[src/hdl/key_press_classifier_defines.svh]
// assertion macros for the key press classifier
// used by key_press_classifier.sv; expects clk and rst_n in scope
`ifndef KEY_PRESS_CLASSIFIER_DEFINES_SVH
`define KEY_PRESS_CLASSIFIER_DEFINES_SVH

// same-cycle implication, disabled while in reset
`define KPC_ASSERT_NOW(label, ante, cons, msg) \
    label: assert property (@(posedge clk) disable iff (!rst_n) (ante) |-> (cons)) \
        else $error(msg);

// next-cycle implication, disabled while in reset
`define KPC_ASSERT_NEXT(label, ante, cons, msg) \
    label: assert property (@(posedge clk) disable iff (!rst_n) (ante) |=> (cons)) \
        else $error(msg);

`endif

[src/hdl/kpc_pkg.sv]
// shared types and constants for the key press classifier
// no dependencies
package kpc_pkg;

    // default width of the phase counter
    localparam int COUNTER_BITS_DEF = 16;

    // key counts and widths
    localparam int NUM_SIDE_KEYS = 4;
    localparam int DEB_BITS      = 8;
    localparam int TIME_BITS     = 16;
    localparam int CODE_BITS     = 3;
    localparam int CFG_IDX_BITS  = 2;

    // configuration reset values
    localparam logic [DEB_BITS-1:0]  DEBOUNCE_RST = 8'd1;
    localparam logic [TIME_BITS-1:0] LONG_RST     = 16'd70;
    localparam logic [TIME_BITS-1:0] GAP_RST      = 16'd40;

    // code values
    localparam logic [CODE_BITS-1:0] CODE_NONE   = 3'd0;
    localparam logic [CODE_BITS-1:0] CODE_LONG   = 3'd5;
    localparam logic [CODE_BITS-1:0] CODE_DOUBLE = 3'd6;

    // configuration register indexes
    typedef enum logic [CFG_IDX_BITS-1:0] {
        CFG_DEBOUNCE = 2'd0,
        CFG_LONG     = 2'd1,
        CFG_GAP      = 2'd2
    } cfg_idx_t;

    // phases of key 0
    typedef enum logic [3:0] {
        PH_IDLE = 4'b0001,
        PH_HOLD = 4'b0010,
        PH_GAP  = 4'b0100,
        PH_WAIT = 4'b1000
    } phase_t;

endpackage

[src/hdl/key_press_classifier.sv]
// key press classifier top level: debounce, long press, double click, key scan
// depends on kpc_pkg and key_press_classifier_defines.svh
//
// channel | direction | handshake            | payload
// in      | input     | in_valid / in_stall  | key_levels
// out     | output    | out_valid / out_stall| key_code, reset_request, code_updated
// cfg     | input     | cfg_we               | cfg_index, cfg_data
//
// one item per cycle while in_stall is low; each item's result appears in the
// cycle after it is taken. the single result register sets the latency: all
// classification logic sits between the state registers and that register.
// reset clears all state, config returns to 1 / 70 / 40.
// in_stall rises only while a result is held and out_stall is high.
`include "key_press_classifier_defines.svh"

module key_press_classifier #(
    parameter int COUNTER_BITS = kpc_pkg::COUNTER_BITS_DEF
) (
    input  logic                               clk,
    input  logic                               rst_n,
    input  logic                               in_valid,
    output logic                               in_stall,
    input  logic [kpc_pkg::NUM_SIDE_KEYS:0]    key_levels,
    output logic                               out_valid,
    input  logic                               out_stall,
    output logic [kpc_pkg::CODE_BITS-1:0]      key_code,
    output logic                               reset_request,
    output logic                               code_updated,
    input  logic                               cfg_we,
    input  logic [kpc_pkg::CFG_IDX_BITS-1:0]   cfg_index,
    input  logic [kpc_pkg::TIME_BITS-1:0]      cfg_data
);

    localparam int NK = kpc_pkg::NUM_SIDE_KEYS;
    localparam int DB = kpc_pkg::DEB_BITS;
    localparam int TB = kpc_pkg::TIME_BITS;
    localparam int CB = kpc_pkg::CODE_BITS;
    // compare width covering both counter and thresholds
    localparam int CW = (COUNTER_BITS > TB) ? COUNTER_BITS : TB;

    // configuration registers
    logic [DB-1:0] deb_reg;
    logic [TB-1:0] long_reg;
    logic [TB-1:0] gap_reg;

    // classifier state
    kpc_pkg::phase_t          phase_reg, phase_next;
    logic [COUNTER_BITS-1:0]  cnt_reg, cnt_next;
    logic [CB-1:0]            code_reg, code_next;
    logic [DB-1:0]            key_cnt_reg [NK];
    logic [DB-1:0]            key_cnt_next [NK];
    logic [DB-1:0]            prim_cnt_reg, prim_cnt_next;

    // result register
    logic out_valid_reg;
    logic reset_req_reg, reset_req_next;
    logic updated_reg, updated_next;

    logic                    accept;
    logic                    k0;
    logic [NK-1:0]           side_pressed;
    logic                    prim_pressed;
    logic [COUNTER_BITS-1:0] cnt_inc;
    logic [TB-1:0]           long_thr;
    logic [TB-1:0]           gap_thr;
    logic                    long_hit;
    logic                    gap_hit;

    assign accept   = in_valid && !in_stall;
    assign in_stall = out_valid_reg && out_stall;
    assign k0       = key_levels[0];

    // side key debouncers run on every item
    always_comb
    begin
        for (int i = 0; i < NK; i++)
        begin
            side_pressed[i] = key_levels[i+1] && (key_cnt_reg[i] >= deb_reg);
            if (!key_levels[i+1])
            begin
                key_cnt_next[i] = '0;
            end
            else if (key_cnt_reg[i] == '1)
            begin
                key_cnt_next[i] = key_cnt_reg[i];
            end
            else
            begin
                key_cnt_next[i] = key_cnt_reg[i] + 1'b1;
            end
        end
    end

    // key 0 debounce check
    assign prim_pressed = k0 && (prim_cnt_reg >= deb_reg);

    // saturating phase counter and thresholds (zero acts as one)
    assign cnt_inc  = (cnt_reg == '1) ? cnt_reg : cnt_reg + 1'b1;
    assign long_thr = (long_reg == '0) ? TB'(1) : long_reg;
    assign gap_thr  = (gap_reg == '0) ? TB'(1) : gap_reg;
    assign long_hit = CW'(cnt_inc) >= CW'(long_thr);
    assign gap_hit  = CW'(cnt_inc) >= CW'(gap_thr);

    // phase machine of key 0 and side key scan
    always_comb
    begin
        phase_next     = phase_reg;
        cnt_next       = cnt_reg;
        code_next      = code_reg;
        prim_cnt_next  = prim_cnt_reg;
        reset_req_next = 1'b0;
        updated_next   = 1'b0;
        case (phase_reg)
            kpc_pkg::PH_HOLD:
            begin
                if (k0)
                begin
                    cnt_next = cnt_inc;
                    if (long_hit)
                    begin
                        code_next      = kpc_pkg::CODE_LONG;
                        reset_req_next = 1'b1;
                        updated_next   = 1'b1;
                        phase_next     = kpc_pkg::PH_IDLE;
                        cnt_next       = '0;
                    end
                end
                else
                begin
                    phase_next = kpc_pkg::PH_GAP;
                    cnt_next   = '0;
                end
            end
            kpc_pkg::PH_GAP:
            begin
                if (k0)
                begin
                    code_next    = kpc_pkg::CODE_DOUBLE;
                    updated_next = 1'b1;
                    phase_next   = kpc_pkg::PH_WAIT;
                    cnt_next     = '0;
                end
                else
                begin
                    cnt_next = cnt_inc;
                    if (gap_hit)
                    begin
                        code_next    = kpc_pkg::CODE_NONE;
                        updated_next = 1'b1;
                        phase_next   = kpc_pkg::PH_IDLE;
                        cnt_next     = '0;
                    end
                end
            end
            kpc_pkg::PH_WAIT:
            begin
                if (!k0)
                begin
                    phase_next = kpc_pkg::PH_IDLE;
                    cnt_next   = '0;
                end
            end
            default:
            begin
                phase_next = kpc_pkg::PH_IDLE;
                // key 0 debounce counter only runs while idle
                if (!k0)
                begin
                    prim_cnt_next = '0;
                end
                else if (prim_cnt_reg != '1)
                begin
                    prim_cnt_next = prim_cnt_reg + 1'b1;
                end
                if (prim_pressed)
                begin
                    phase_next    = kpc_pkg::PH_HOLD;
                    cnt_next      = '0;
                    prim_cnt_next = '0;
                end
                else
                begin
                    // highest pressed side key wins
                    for (int i = 0; i < NK; i++)
                    begin
                        if (side_pressed[i])
                        begin
                            code_next    = CB'(i + 1);
                            updated_next = 1'b1;
                        end
                    end
                end
            end
        endcase
    end

    // configuration writes
    always_ff @(posedge clk or negedge rst_n)
    begin
        if (!rst_n)
        begin
            deb_reg  <= kpc_pkg::DEBOUNCE_RST;
            long_reg <= kpc_pkg::LONG_RST;
            gap_reg  <= kpc_pkg::GAP_RST;
        end
        else if (cfg_we)
        begin
            case (cfg_index)
                kpc_pkg::CFG_DEBOUNCE: deb_reg  <= cfg_data[DB-1:0];
                kpc_pkg::CFG_LONG:     long_reg <= cfg_data;
                kpc_pkg::CFG_GAP:      gap_reg  <= cfg_data;
                default:               ;
            endcase
        end
    end

    // state update on each accepted item
    always_ff @(posedge clk or negedge rst_n)
    begin
        if (!rst_n)
        begin
            phase_reg    <= kpc_pkg::PH_IDLE;
            cnt_reg      <= '0;
            code_reg     <= kpc_pkg::CODE_NONE;
            prim_cnt_reg <= '0;
            for (int i = 0; i < NK; i++)
            begin
                key_cnt_reg[i] <= '0;
            end
        end
        else if (accept)
        begin
            phase_reg    <= phase_next;
            cnt_reg      <= cnt_next;
            code_reg     <= code_next;
            prim_cnt_reg <= prim_cnt_next;
            for (int i = 0; i < NK; i++)
            begin
                key_cnt_reg[i] <= key_cnt_next[i];
            end
        end
    end

    // result register
    always_ff @(posedge clk or negedge rst_n)
    begin
        if (!rst_n)
        begin
            out_valid_reg <= 1'b0;
            reset_req_reg <= 1'b0;
            updated_reg   <= 1'b0;
        end
        else if (accept)
        begin
            out_valid_reg <= 1'b1;
            reset_req_reg <= reset_req_next;
            updated_reg   <= updated_next;
        end
        else if (!out_stall)
        begin
            out_valid_reg <= 1'b0;
        end
    end

    assign out_valid     = out_valid_reg;
    assign key_code      = code_reg;
    assign reset_request = reset_req_reg;
    assign code_updated  = updated_reg;

    // checks
    `KPC_ASSERT_NOW(a_long_press_code, out_valid_reg && reset_req_reg, (code_reg == kpc_pkg::CODE_LONG) && updated_reg, "reset request without long press code")
    `KPC_ASSERT_NEXT(a_accept_gives_result, accept, out_valid_reg, "accepted item produced no result")
    `KPC_ASSERT_NOW(a_prim_cnt_idle_only, phase_reg != kpc_pkg::PH_IDLE, prim_cnt_reg == '0, "key 0 debounce count nonzero while classifying")

endmodule

[config.mk]
export PLATFORM = sky130hd
export DESIGN_NAME = key_press_classifier
export DESIGN_NICKNAME = d
export VERILOG_FILES = /design/src/hdl/kpc_pkg.sv /design/src/hdl/key_press_classifier.sv
export VERILOG_INCLUDE_DIRS = /design/src /design/src/hdl
export SDC_FILE = /design/constraint.sdc
export NUM_CORES = 1
export LEC_CHECK = 0
export BUFFER_PORTS_ARGS = -buffer_cell sky130_fd_sc_hd__buf_4
export CAP_MARGIN = 20
export CORE_AREA = 2 2 110 112
export DETAILED_ROUTE_END_ITERATION = 8
export DIE_AREA = 0 0 112 114
export GPL_TIMING_DRIVEN = 0
export PLACE_DENSITY = 0.87
export SYNTH_ARGS = -nofsm -noshare
export SYNTH_HDL_FRONTEND = slang
export SYNTH_SLANG_ARGS = --single-unit
[constraint.sdc]
create_clock -name clk -period 12.5 [get_ports clk]
set_input_delay 1.25 -clock clk [delete_from_list [all_inputs] [get_ports clk]]
set_output_delay 1.25 -clock clk [all_outputs]
set_load 0.05 [all_outputs]
# == After elaboration in Yosys (flattened, before gate mapping) ==
# Cells that the tools add are included.
# totals
reg_bits,106
latchBits,0
ramBits,0
rom_bits,0
in_bits,28
elab_cells,128
mem_count,0
# op_classes
add_sub_neg,6
multipliers,0
div,0
magnitude_cmp,7
eq_ne,23
shifts,0
mux,51
bitwise_logic,2
reduce_logical,25
# ops
operator,n
$mux W16,9
$mux W8,11
$pmux W16 S3,1
$add A8 B1 Y8 const B,5
$ge A8 B8 Y1,5
$eq A8 B8 Y1 const B,4
$ge A16 B16 Y1,2
$logic_not A16 Y1,2
$mux W3,9
$mux W4,5
$add A16 B1 Y16 const B,1
$eq A16 B16 Y1 const B,1
$ne A2 B2 Y1 const B,7
$reduce_and A2 Y1,7
$mux W1,12
$pmux W4 S3,1
$pmux W3 S3,1
$ne A8 B8 Y1 const B,1
$logic_and A1 B1 Y1,7
$reduce_and A7 Y1,1
$ne A3 B1 Y1 const B,2
$ne A3 B3 Y1 const B,2
$reduce_and A3 Y1,2
$reduce_bool A6 Y1,1
14 further kinds,15

# == Logic depth before layout (Yosys ltp) ==
# Gate-level depths: netlist of run 1.
# logic_depth
depth_word,8
depth_mapped,19

# == Least setup slack after synthesis of run 1 ==
# Ideal clock, no wire load.
# synth_path
kind,reg-to-reg
startpoint,reg cnt_reg[0]
endpoint,reg cnt_reg[1]
arrival_ps,4114
path_slack_ps,8319
stages_incl_launch_ff,20
n_path_buf,2
synth_period_minus_slack_ps,4181
path_cell_list,dfrtp_1 ha_1 and4_1 nand2_1 nor3_1 nor3_1 nand2_1 nor2_1 xor2_1 ha_1 and4_1 a21o_1 a2111oi_0 and3_1 a31oi_1 o41a_1 buf_4 nor2_2 buf_6 a22o_1
# synth_between
elab_chain_cells,6
elab_cells_between_ends,10
# synth_lines
item,line_no,rtl
"start, declared",key_press_classifier.sv:48,"logic [COUNTER_BITS-1:0] cnt_reg, cnt_next;"
"start signal, assigned",key_press_classifier.sv:234,cnt_reg <= cnt_next;
$add A16 B1 Y16 / $eq A16 B16 Y1 (equally long branches),key_press_classifier.sv:98,assign cnt_inc = (cnt_reg == '1) ? cnt_reg : cnt_reg + 1'b1;
$mux W16 *,key_press_classifier.sv:98,
$ge A16 B16 Y1 (on tied branches),"key_press_classifier.sv:102, key_press_classifier.sv:101",
$mux W16 (on tied branches),"key_press_classifier.sv:146, key_press_classifier.sv:119",
$mux W16 (on tied branches),"key_press_classifier.sv:136, key_press_classifier.sv:116",
$pmux W16 S3 *,key_press_classifier.sv:113,case (phase_reg)
# Every way passes the cells marked *; elsewhere a longest branch is shown, timed or not.
# A chain may end at the register's enable or synchronous reset.

# == Final worst setup path of run 1 ==
# layout_path
startpoint,reg cnt_reg[0]
endpoint,reg cnt_reg[13]
# Same word-level chain as after synthesis.

==> run metrics, run 1 <==
Placeable Area=11700 sq um; hold path startpoint=code_updated; Int Power=0.658 mW; maximum clock rate=192 MHz; vias per cell=6.27; Filler cells=912; layout cells sized above 1=14.2%; via count=5564; largest area contributor in the netlist=dfrtp_1; area delta synth->final=11.8%; Pre-antenna DRT Iters=5; Post-CTS Resized=0; Psw=0.305 mW; max reg flops=32; Req. time, crit path=12.80 ns; met1 global-route usage=31.6%; clock sink count=106; syn avg cell area=9.72 sq um; largest net degree at the start of global routing=59; antenna violations before repair=0; global route overflow=0; Final Slew Violations=0; GP Congestion=0.905; CP Cell Sequence=ha_1, and4_1, nand2_1, nor3_1, nor3_1, nand2_1, nor2_1, xor2_1, ha_1, and4_1, a21o_1, a2111oi_0, and3_1, a31oi_1, o41a_1, buf_4, nor2_2, buf_6, a22o_1; DRT antenna net count=0; sequential share of the synthesized area=39.6%; Leakage=3.60 nW; synth unique cells=62; GR peak layer=met2; Setup crit end kind=register; CP Data Arrival Time=5.50 ns; CP Class=reg -> reg; hpwl dp=11800 microns; n_diodes=0; Clk Latency, worst-skew pair=0.36 ns; cell area after synthesis=6720 sq um; combinational fraction of design power=22.0%; Total Routing Usage GR=26.4%; setup bufs post-CTS=0; initial drt markers=511; clock network power share=33.2%; FF-to-FF path depth=19; Final Cycle Share=41.6%; Yosys top cell area share=36.9%; GR Util met2=46.5%; Die Footprint=12800 sq um; outcome=finished clean; final worst path period need=5.20 ns; final hold violation count=0; Post-synth EDFFs=0; WL per Instance=18.0 microns; Min-Delay Path Class=reg -> reg; cts bufs inserted=9; Max-slew headroom=45.2%; power per cell area=128 nW/um^2; reg2reg end=cnt_reg[13]; Post-Route WL=16000 microns; initial core utilization=57.4%; worst reg2reg path startpoint=cnt_reg[0]; critical path's largest stage delay=0.57 ns; Reg2Reg Setup Slack=7.30 ns; FFs w/ async S/R, synth=100%; DRC viols=0; startpoint types=register; IO Pins=35; synth top area cells=dfrtp_1, ha_1, mux2_2, nor2_1, nand2_1; hold path depth=1; first-pass GRT wire length=26900 microns; die width=112 microns; Die H=114 microns; vias in the first global route=5640; M3 GR Usage=6.06%; Critical-path top delay cell=nor3_1; Max VDD drop=0.111 mV; setup ws final=7.30 ns; syn nets=793; root buf cell=clkbuf_16; Worst Clk Skew=0.0101 ns; Yosys reg bits=106; worst-path fanout max=10; max-cap viol count=0; hold slack=0.489 ns; Design Power=0.963 mW; Worst Setup Slack post-DPL=7.47 ns; yosys warns=0; TritonCTS clock tree=yes; Hold Path End=code_updated; Hold Buf Count CTS=0; Clock Pin Slew Worst Setup and Hold Paths=0.08 ns; Clock Path Buffers=2; Top FF cell, synth=dfrtp_1; final setup fails=0; row count=40; Fin Setup TNS=0 ns; Reg power frac=44.8%; Sw Ratio=31.7%; I/O Buffers=33; Synth Instances=691; H-tree levels=3; RSZ-0062 raised after global routing=false; nets@finish=838; Slew @ Worst Pin=0.816 ns
==> cell families (layout without fill, tap and decap cells) <==
group                      after synthesis  after routing  share of synthesized area [%]
xor gates and xnor gates                36             36                           4.69
AOI/OAI and AO/OA                      138            138                           14.3
buffers and inverters                   66            116                           3.93
muxes                                   40             40                           6.65
DFF                                    106            106                           39.6
adders and majority gates               74             74                           13.8
and+or+nand+nor                        231            231                           17.0
==> cells in the mapped netlist (5+ instances only) <==
| cell type | count |
|---|---|
| nor3_1 | 19 |
| nand4_1 | 22 |
| clkbuf_1 | 8 |
| a31oi_1 | 5 |
| mux2_2 | 35 |
| or3_1 | 5 |
| a22o_1 | 13 |
| nand2_1 | 53 |
| a221o_1 | 6 |
| o21ai_1 | 6 |
| dfstp_2 | 7 |
| a21oi_1 | 23 |
| ha_1 | 74 |
| o21ai_0 | 30 |
| nor2b_1 | 5 |
| a21o_1 | 15 |
| nand3_1 | 18 |
| nand2b_1 | 12 |
| inv_1 | 52 |
| xnor2_1 | 18 |
| dfrtp_1 | 99 |
| nor4_1 | 8 |
| and3_1 | 9 |
| nor2_1 | 62 |
| xor2_1 | 18 |
==> power by group through the flow <==
stage / combinational [mW] / clock, mW / sequential, mW
after floorplan: 0.129 / 0 / 0.440
after global placement: 0.196 / 0 / 0.433
after detailed placement: 0.211 / 0 / 0.436
after CTS: 0.213 / 0.323 / 0.430
after global routing: 0.237 / 0.335 / 0.436
final: 0.212 / 0.319 / 0.431
==> worst max path at each step <==
stage                          start     endpoint  cells after the start
after floorplan           cnt_reg[0]   cnt_reg[1]                     19
after global placement    cnt_reg[0]  cnt_reg[14]                     19
after detailed placement  cnt_reg[0]  cnt_reg[13]                     19
after CTS                 cnt_reg[0]  cnt_reg[13]                     19
after global routing      cnt_reg[0]  cnt_reg[14]                     19
final                     cnt_reg[0]  cnt_reg[13]                     19
==> stage by stage <==
stage | instance area (sq um) | instances | utilization, %
final | 7510 | 888 | 64.1
after global routing | 7510 | 888 | 64.1
after CTS | 7510 | 888 | 64.1
after detailed placement | 7180 | 872 | 61.3
after global placement | 7150 | 871 | 61.1
after floorplan | 6720 | 691 | -
==> area by class of cell <==
class | count | area, sq um | area share, %
clock buffers | 9 | 225 | 3.00
well taps | 147 | 184 | 2.45
multi-input cells | 519 | 3790 | 50.5
inverters | 52 | 195 | 2.60
clock inverters | 7 | 106 | 1.42
repair buffers | 34 | 275 | 3.67
plain buffers | 14 | 68.8 | 0.916
flip-flops and latches | 106 | 2660 | 35.4
==> critical path: cells and delay by family (launching register included) <==
kind                     cells  cell delay, ns
AO/OA/AOI/OAI                5            1.14
XOR/XNOR                     1            0.29
adder cells (fa/ha/maj)      2            0.62
buffers and inverters        2            0.38
flip-flops                   1            0.47
AND/OR/NAND/NOR              9            2.23
==> per-layer routing <==
layer | vias to the layer above | routed length [microns]
met2 | 174 | 8220
met1 | 2748 | 6480
li1 | 2603 | -
met5 | - | 0
met3 | 39 | 829
met4 | 0 | 451
==> cell usage in the layout (no fill, tap or decap), drive strengths merged, types with 3 or more instances in the layout <==
master | netlist | final
nand3 | 18 | 18
a211oi | 4 | 4
dfstp | 7 | 7
nor3 | 19 | 19
or4 | 3 | 3
a21oi | 23 | 23
xnor2 | 18 | 18
a21o | 15 | 15
nand2 | 53 | 53
a31oi | 5 | 5
and2 | 3 | 3
nor4 | 9 | 9
o2111ai | 4 | 4
mux2i | 3 | 3
a2111oi | 4 | 4
or3 | 5 | 5
a221oi | 3 | 3
a22o | 13 | 13
nor2b | 5 | 5
a221o | 6 | 6
mux2 | 37 | 37
inv | 52 | 55
nand2b | 12 | 12
a211o | 4 | 4
dfrtp | 99 | 99
xor2 | 18 | 18
o21ai | 36 | 36
clkbuf | 8 | 17
nor2 | 63 | 63
nand4 | 23 | 23
ha | 74 | 74
and3 | 9 | 9
buf | 6 | 40
No activity file was read; power rests on OpenSTA's default activity.
==> run 2, diff against run 1 <==
ABC_AREA = 1   (was unset)
CORE_AREA = 2 2 115 117   (was 2 2 110 112)
DIE_AREA = 0 0 117 119   (was 0 0 112 114)
clock period = 4.29 ns   (was 12.5 ns; I/O delays follow)
==> run 2 against run 1 <==
Net effect:
- synthesized cell count up 29%
- routed wire length down 1.9%
- sequential power rose to 2.9 times the previous value
- non-clock buffer count down 1
- critical endpoint is now key_code[1]
- largest cell class unchanged
==> run metrics, run 2 <==
Max-slew headroom=61.5% (was 45.2%); sequential share of the synthesized area=38.1% (was 39.6%); final worst path period need=3.70 ns (was 5.20 ns); Post-CTS Resized=0 (unchanged); CP Data Arrival Time=3.95 ns (was 5.50 ns); final setup fails=0 (unchanged); vias per cell=5.41 (was 6.27); Die H=119 microns (was 114 microns); max-cap viol count=0 (unchanged); FFs w/ async S/R, synth=100% (unchanged); Die Footprint=13900 sq um (was 12800 sq um); outcome=finished clean (unchanged); clock network power share=30.2% (was 33.2%); critical path's largest stage delay=0.43 ns (was 0.57 ns); Top FF cell, synth=dfrtp_1 (unchanged); GR peak layer=met2 (unchanged); Synth Instances=891 (was 691); synth unique cells=45 (was 62); Synth Area in Simple Gates=25.1% (was 17.0%); combinational family with the most area after synthesis=simple AND/OR/NAND/NOR gates (unchanged); CP Cell Sequence=ha_1, nand3_2, nor2_4, nand2_2, buf_6, nand3_1, nor3_2, nand2_1, xnor2_1, ha_1, nand2_1, nor2_1, nand3_1, nor2_2, a21oi_4, nand3_1, nand2_1, o21ai_0, nand2_1 (was ha_1, and4_1, nand2_1, nor3_1, nor3_1, nand2_1, nor2_1, xor2_1, ha_1, and4_1, a21o_1, a2111oi_0, and3_1, a31oi_1, o41a_1, buf_4, nor2_2, buf_6, a22o_1); Max VDD drop=0.254 mV (was 0.111 mV); met1 global-route usage=34.6% (was 31.6%); vias in the first global route=5919 (was 5640); Yosys reg bits=106 (unchanged); DRT antenna net count=0 (unchanged); first-pass GRT wire length=27300 microns (was 26900 microns); Clk Latency, worst-skew pair=0.36 ns (about the same); top cells by count, synth=nand2_1, inv_1, dfrtp_1 (was dfrtp_1, ha_1, nor2_1); FF-to-FF path depth=19 (unchanged); Clock Pin Slew Worst Setup and Hold Paths=0.08 ns (about the same); Buf/Inv on CP=1 (was 2); area delta synth->final=11.6% (was 11.8%); worst-path fanout max=10 (unchanged); largest net degree at the start of global routing=75 (was 59); WL per Instance=14.0 microns (was 18.0 microns); hpwl dp=11500 microns (was 11800 microns); Req. time, crit path=4.54 ns (was 12.80 ns); CP delay by family, top=simple AND/OR/NAND/NOR gates (unchanged); Filler cells=1060 (was 912); I/O Buffers=32 (was 33); initial core utilization=54.3% (was 57.4%); initial drt markers=534 (was 511); Reg power frac=41.4% (was 44.8%); final hold violation count=0 (unchanged); Min-Delay Path Class=in -> async (was reg -> reg); worst reg2reg path startpoint=cnt_reg[0] (unchanged); CP Class=reg -> reg (unchanged); via count=6042 (was 5564); DRC viols=0 (unchanged); most frequent cell on the critical path=nand2_1; cts bufs inserted=9 (unchanged); global route overflow=0 (unchanged); RSZ-0062 raised after global routing=false (unchanged); hold slack=0.0185 ns (was 0.489 ns); syn nets=993 (was 793); Synth Area in XOR/XNOR=2.38% (was 4.69%); Yosys top cell area share=35.4% (was 36.9%); Slew @ Worst Pin=0.577 ns (was 0.816 ns); clock sink count=106 (unchanged); power per cell area=390 nW/um^2 (was 128 nW/um^2); TritonCTS clock tree=yes (unchanged); synth top area cells=dfrtp_1, ha_1, nand2_1, inv_1, o21ai_0 (was dfrtp_1, ha_1, mux2_2, nor2_1, nand2_1); max reg flops=32 (unchanged); Psw=1.07 mW (was 0.305 mW); Sw Ratio=35.2% (was 31.7%); Critical-path top delay cell=dfrtp_1 (was nor3_1); Int Power=1.97 mW (was 0.658 mW); H-tree levels=3 (unchanged); Clock Path Buffers=2 (unchanged); root buf cell=clkbuf_16 (unchanged); Final Slew Violations=0 (unchanged); syn avg cell area=7.85 sq um (was 9.72 sq um); Placeable Area=12900 sq um (was 11700 sq um); Total Routing Usage GR=24.5% (was 26.4%); yosys warns=0 (unchanged); row count=42 (was 40); Multi-input gate area=3720 sq um (was 3790 sq um); setup bufs post-CTS=0 (unchanged); post-synthesis compound-gate area fraction=12.3% (was 14.3%); nets@finish=1037 (was 838); post-synthesis mux area share=0.161% (was 6.65%); Register Area=2660 sq um (unchanged); GR Util met2=38.4% (was 46.5%); reg2reg end=key_code[1] (was cnt_reg[13]); Worst Clk Skew=0.00922 ns (was 0.0101 ns); startpoint types=register (unchanged); Setup crit end kind=register (unchanged); GP Congestion=0.871 (was 0.905); layout cells sized above 1=10.3% (was 14.2%); n_diodes=0 (unchanged); M3 GR Usage=2.85% (was 6.06%); Pre-antenna DRT Iters=5 (unchanged); Fin Setup TNS=0 ns (unchanged); maximum clock rate=270 MHz (was 192 MHz); die width=117 microns (was 112 microns); top-count cell post-synth=nand2_1 (was dfrtp_1); area share of fa/ha/maj cells after synthesis=13.2% (was 13.8%); Hold Buf Count CTS=0 (unchanged); Leakage=4.01 nW (was 3.60 nW); Post-Route WL=15700 microns (was 16000 microns); IO Pins=35 (unchanged); most frequent cells in the layout=nand2_1, inv_1, dfrtp_1 (was dfrtp_1, ha_1, nor2_1); antenna violations before repair=0 (unchanged); Reg2Reg Setup Slack=0.59 ns (was 7.30 ns); cell area after synthesis=6990 sq um (was 6720 sq um); most common cell after layout, fill and taps aside=nand2_1 (was dfrtp_1); Post-synth EDFFs=0 (unchanged); Worst Setup SP=cnt_reg[0] (unchanged); combinational fraction of design power=28.4% (was 22.0%); largest area contributor in the netlist=dfrtp_1 (unchanged); Final Cycle Share=86.3% (was 41.6%)
[run 2: cell types whose count changed after synthesis, sizes merged, moves of 14 or more]
| cell | delta |
|---|---|
| a21o | -14 |
| o21ai | +48 |
| a21oi | +25 |
| inv | +93 |
| nand3 | +42 |
| nand2 | +150 |
| mux2 | -36 |
[run 2: power by group through the flow]
stage	clock network, mW	registers [mW]	logic [mW]
global route	0.962	1.28	0.999
CTS	0.919	1.26	0.864
finish	0.919	1.26	0.862
global placement	0	1.27	0.808
detailed placement	0	1.27	0.851
floorplan	0	1.30	0.571
[run 2: kinds of logic (layout without fill, tap and decap cells)]
kind of cell,after synthesis,count (layout)
compound gates,154,154
xor+xnor,19,19
fa+ha+maj,74,74
buf+inv,159,208
flops,106,106
mux,1,1
simple gates,378,378
[run 2: cell type report]
class                           instances  area share, %
Inverter                              145           6.97
Clock inverter                          7           1.28
Buffer                                 14          0.882
Sequential cell                       106           34.1
Timing Repair Buffer                   33           3.43
Tap cell                              176           2.82
Clock buffer                            9           2.89
Multi-Input combinational cell        626           47.6
[run 2: layer usage]
layer  share of wire (%)  routed length [microns]
met1                  47                     7310
met2                  46                     7280
met3                 4.4                      691
met4                 2.6                      400
met5                   0                        0
[run 2: stage by stage]
stage / worst slack [ns] / std cells / instance area (sq um) / util [%] / total power, mW
floorplan: 1.25 / 891 / 6990 / - / 1.87
global placement: 0.726 / 1099 / 7450 / 57.9 / 2.08
detailed placement: 0.674 / 1100 / 7480 / 58.1 / 2.12
CTS: 0.637 / 1116 / 7800 / 60.6 / 3.04
global route: 0.239 / 1116 / 7800 / 60.6 / 3.24
finish: 0.586 / 1116 / 7800 / 60.6 / 3.04
[run 2: worst max path at each step]
stage / endpoint / slack [ns] / cells after the start
5_1_grt: key_code[2] / 0.24 / 19
6_report: key_code[1] / 0.59 / 19
4_1_cts: key_code[1] / 0.64 / 19
2_1_floorplan: key_code[1] / 1.25 / 19
3_5_place_dp: key_code[1] / 0.67 / 19
3_3_place_gp: key_code[2] / 0.73 / 19
